`config.mk`:
```
export PLATFORM = sky130hd
export DESIGN_NAME = wsor_queue
export DESIGN_NICKNAME = d
export VERILOG_FILES = /design/src/wsor_queue.sv
export SDC_FILE = /design/constraint.sdc
export NUM_CORES = 1
export LEC_CHECK = 0
export ABC_AREA = 1
export ABC_CLOCK_PERIOD_IN_PS = 2900
export BUFFER_PORTS_ARGS = -buffer_cell sky130_fd_sc_hd__clkbuf_2
export CELL_PAD_IN_SITES_DETAIL_PLACEMENT = 1
export CELL_PAD_IN_SITES_GLOBAL_PLACEMENT = 1
export CORE_MARGIN = 3
export CORE_UTILIZATION = 38
export CTS_BUF_LIST = sky130_fd_sc_hd__clkbuf_4 sky130_fd_sc_hd__clkbuf_8
export CTS_CLUSTER_DIAMETER = 40
export DETAILED_ROUTE_END_ITERATION = 12
export PLACE_DENSITY = 0.76
export REMOVE_ABC_BUFFERS = 1
export SYNTH_ARGS = -nofsm -noshare
export SYNTH_HDL_FRONTEND = slang
export SYNTH_SLANG_ARGS = --single-unit
```
`constraint.sdc`:
```
create_clock -name clk -period 2.9 [get_ports clk]
set_clock_uncertainty 0.15 [all_clocks]
set_input_delay 0.58 -clock clk [delete_from_list [all_inputs] [get_ports clk]]
set_output_delay 0.58 -clock clk [all_outputs]
set_load 0.02 [all_outputs]
```
`src/wsor_queue.sv`:
```
`timescale 1ns / 1ps
// ----------------------------------------------------------------------------
// wsor_queue
// Short FIFO between the front end and the back end.
// ----------------------------------------------------------------------------
module wsor_queue #(
    parameter int W     = 16,
    parameter int DEPTH = 2
) (
    input  logic         clk,
    input  logic         rst_n,
    input  logic         push,
    input  logic [W-1:0] push_data,
    input  logic         pop,
    output logic [W-1:0] pop_data,
    output logic         full,
    output logic         empty
);

    localparam int PW = (DEPTH > 1) ? $clog2(DEPTH) : 1;
    localparam int NW = $clog2(DEPTH + 1);

    logic [W-1:0]  data_reg [DEPTH];
    logic [PW-1:0] wr_ptr_reg;
    logic [PW-1:0] rd_ptr_reg;
    logic [NW-1:0] count_reg;

    assign full     = (count_reg == NW'(DEPTH));
    assign empty    = (count_reg == '0);
    assign pop_data = data_reg[rd_ptr_reg];

    // storage
    always_ff @(posedge clk)
    begin
        if (push)
        begin
            data_reg[wr_ptr_reg] <= push_data;
        end
    end

    // pointers and fill count
    always_ff @(posedge clk or negedge rst_n)
    begin
        if (!rst_n)
        begin
            wr_ptr_reg <= '0;
            rd_ptr_reg <= '0;
            count_reg  <= '0;
        end
        else
        begin
            if (push)
            begin
                wr_ptr_reg <= (wr_ptr_reg == PW'(DEPTH - 1)) ? '0 : wr_ptr_reg + 1'b1;
            end
            if (pop)
            begin
                rd_ptr_reg <= (rd_ptr_reg == PW'(DEPTH - 1)) ? '0 : rd_ptr_reg + 1'b1;
            end
            if (push && !pop)
            begin
                count_reg <= count_reg + 1'b1;
            end
            else if (pop && !push)
            begin
                count_reg <= count_reg - 1'b1;
            end
        end
    end

endmodule

```
Word-level counts from Yosys, hierarchy flattened
Memories as Yosys holds them, arrays and structs flattened.
Index checks and enable logic that the tools add are counted.
{"block": "classes", "add_sub_neg": 4, "eq_ne": 1, "n_mux": 6, "reduce_logical": 6}
{"operator": "two-way mux 1 bit", "count": 4}
{"operator": "two-way mux 2 bit", "count": 2}
{"operator": "adder 1 bit, second input constant", "count": 2}
{"operator": "adder 2 x 1 -> 2 bit, second input constant", "count": 1}
{"operator": "== test 2 bit, second input constant", "count": 1}
{"operator": "logical AND 1 bit", "count": 2}
{"operator": "logical NOT 1 bit", "count": 2}
{"operator": "logical NOT 2 bit", "count": 1}
{"operator": "nonzero test 2 bit", "count": 1}
{"operator": "subtractor 2 x 1 -> 2 bit, second input constant", "count": 1}
{"block": "word_totals", "register_bits": 4, "ram_bits": 32, "input_bits": 20, "out_inout_bits": 18, "wordCells": 21, "mem_count": 1}
{"memory": "data_reg", "words": 2, "width": 16, "read_ports": 1, "rd_ports_with_merged_regs": 0, "write_ports": 1, "line_no": "23", "text": "logic [W-1:0] data_reg [DEPTH];"}

Depth between registers and ports, before layout
{"block": "depth", "ltp_word": 4, "depth_mapped": 7, "depth_no_buf": 7}

Worst setup path after synthesis
No wires, ideal clock.
{"block": "synth_path", "path_type": "input -> register", "from": "input port push", "to": "memory data_reg[0][0], enable pin", "setup_time_ns": 0.389, "arrival_time_ns": 1.302, "required_time_ns": 2.361, "path_slack_ns": 1.060, "path_stages": 2, "path_buffers": 0, "path_cell_list": "inv_1 -> nor2_1"}
{"block": "synth_via", "elab_chain_cells": 2}
{"element": "from (decl)", "line_no": "12", "text": "input logic push,"}
{"element": "two-way mux 1 bit", "line_no": "35", "text": "if (push)"}
{"element": "two-way mux 1 bit (not written as such)", "line_no": "37", "text": "data_reg[wr_ptr_reg] <= push_data;"}
{"element": "to (decl)", "line_no": "23"}
Every way passes these cells.

Final worst setup path
{"block": "layout_path", "from": "register rd_ptr_reg", "to": "output port pop_data[3]"}
{"block": "layout_via", "elab_chain_cells": 1}
{"element": "from (decl)", "line_no": "25", "text": "logic [PW-1:0] rd_ptr_reg;"}
{"element": "from (signal assigned)", "line_no": "58", "text": "rd_ptr_reg <= (rd_ptr_reg == PW'(DEPTH - 1)) ? '0 : rd_ptr_reg + 1'b1;"}
{"element": "memory (2 x 16 bit)"}
{"element": "to (decl)", "line_no": "15", "text": "output logic [W-1:0] pop_data,"}
Every way passes these cells.

==> results.ini <==
[layout]
final_common_cell = clkbuf_2
drive_gt1_frac = 0.521
final_nets = 141
largest_reg_flops = 32
most-common-layout-cells = clkbuf_2 (37), edfxtp_1 (32), mux2_4 (9), inv_1 (7), mux2_2 (7)
diodes = 0
syn_to_final_growth_pct = 24.6

[routing]
wl_um = 2410
drc = 0
ant_nets = 0
wl_per_cell_um = 14.5
first_iter_violations = 26
dr.pass1.iters = 4
avgViaCountPerCell = 4.57
vias = 764

[floorplanning]
coreArea_um2 = 3470
num_rows = 21
die_w_um = 67.0
die_h_um = 67.0
initial_core_util = 0.407
ios = 38
dieArea_um2 = 4480

[critical_path]
reg2reg_slack_ns = 1.30
worstPathCellList = buf_4 -> mux2_2 -> clkbuf_2
path_max_fanout = 12
worstPathRequired_ns = 2.17
worstSetupPathType = reg -> out
rr_endpoint = data_reg[0][15]
crit_slowest_cell = dfrtp_1
reg2reg_from = wr_ptr_reg
crit_family = flip-flops
crit_arrival_ns = 1.55
cp-end-kind = output pin
critPathMaxStageDelay_ns = 0.47
r2r_cells = 2
cp-start-kind = flop
path_buf_inv = 2

[logic_synthesis]
synth_fa_ha_area_frac = 0.00886
postSynthAreaPerCell_um2 = 18.8
synth_xor_area_frac = 0.0186
ys_warn_count = 0
synth_top_family_by_area = multiplexers
synth_cell_type_count = 14
ys_ff_latch = 36
synth_compound_area_frac = 0
synth_seq_area_share = 0.751
synth_mux_area_frac = 0.151
syn_inst = 75
synth_area_um2 = 1410
synth-simple-area-share = 0.0292

[sta]
tns_ns = 0
fin_crit_sh = 0.787
rsz0062_at_grt = no
finalCriticalPeriod_ns = 2.28
slew_headroom = 0.574
drv_slew = 0
setup-violations-final = 0
worst_slew_pin_slew_ns = 0.638
hold_violations = 0
fmax_mhz = 438

[global_route]
grt_antenna_before_repair = 0
grt-busiest-layer = met2
grt_use_met1 = 0.126
grt_pass1_wl_um = 3620
grt_use_total = 0.115
met2_usage = 0.204
met3_usage = 0.0438
grt_pass1_vias = 783
grt_max_degree = 17
grt-ovfl-total = 0

[clock_tree]
cts_setup_buffers = 0
cts_max_path_buffers = 2
root_buffer = clkbuf_8
cts.sink_count = 36
clkLatencyLatePin_ns = 0.27
htree_levels = 2
cts.clk_slew.worst_paths_ns = 0.07
cts_resized = 0
cts_tree = done
cts_buffers = 5

[power]
power_density_nw_per_um2 = 1000
power.total_mw = 1.76
p_leak_nw = 0.753
peakVddDrop_mv = 0.463

[job]
cap_violations = 0

[min_path]
worstHoldEndpoint = data_reg[0][6]
worstHoldPathType = in -> reg
worstHoldStart = push_data[6]
whs_path_depth = 1

[status]
status = finished clean

[placed_design]
place_congestion = 0.633
dpl.hpwl_um = 1850
io_buffers = 37

[how the worst max path moves through the flow]
stage | startpoint | end | slack [ns] | cells past startpoint
3_3_place_gp | rd_ptr_reg | pop_data[15] | 0.92 | 3
3_5_place_dp | rd_ptr_reg | pop_data[3] | 0.90 | 3
4_1_cts | rd_ptr_reg | pop_data[3] | 0.59 | 3
6_report | rd_ptr_reg | pop_data[3] | 0.62 | 3
2_1_floorplan | rd_ptr_reg | pop_data[0] | 0.96 | 1
5_1_grt | rd_ptr_reg | pop_data[3] | 0.53 | 3
[power breakdown]
part	leakage (nW)	switching, mW	internal (mW)	total [mW]
combinational	0.347	0.329	0.251	0.580
sequential	0.347	0.0581	0.697	0.755
clock	0.0586	0.161	0.264	0.425
[repair_timing]
| item | 4_1_cts | 5_1_grt |
|---|---|---|
| setup endpoints to repair | 0 | 0 |
| hold buffers | 1 | 0 |
| endpoints found under the hold margin | 4 | 0 |
[final cells by class]
class / count / area, um^2
well taps: 46 / 57.6
multi-input cells: 30 / 294
clock buffers: 6 / 76.3
inverters: 7 / 26.3
fillers: 366 / 1710
flip-flops and latches: 36 / 1060
clock inverters: 2 / 35.0
repair buffers: 40 / 210
[logic make-up (layout without fill, tap and decap cells)]
logic type               Yosys count  count (layout)
flip-flops                        36              36
multiplexers                      16              16
AND/OR/NAND/NOR                   10              10
buffers and inverters              9              55
XOR/XNOR                           3               3
adder cells (fa/ha/maj)            1               1
[layer usage]
layer / vias to the layer above / wire (um) / share of wire
met5: - / 0 / 0
met4: 0 / 17 / 0.0070
met3: 2 / 208 / 0.086
met2: 31 / 1230 / 0.51
met1: 373 / 958 / 0.40
li1: 358 / - / -
[metrics by stage]
stage	hold slack, ns	instances	instance area [um^2]	utilization	setup WS, ns
after floorplan	0.134	73	1380	-	0.961
after global placement	0.249	158	1640	0.473	0.917
after detailed placement	0.253	158	1640	0.473	0.897
after CTS	0.333	167	1760	0.508	0.585
after global routing	0.330	167	1760	0.508	0.528
final	0.343	167	1760	0.508	0.618
[cell usage after synthesis]
master,instances,share of area
xnor2_1,1,0.0062
buf_12,1,0.014
mux2_4,9,0.096
dfrtp_1,4,0.071
xor2_1,2,0.012
ha_1,1,0.0089
mux2_2,7,0.056
nand3_1,1,0.0035
buf_6,1,0.0080
nor2_1,3,0.0080
nand4_1,1,0.0044
inv_1,7,0.019
edfxtp_1,32,0.68
nand2_1,5,0.013
(Power assumes the default switching activity.)
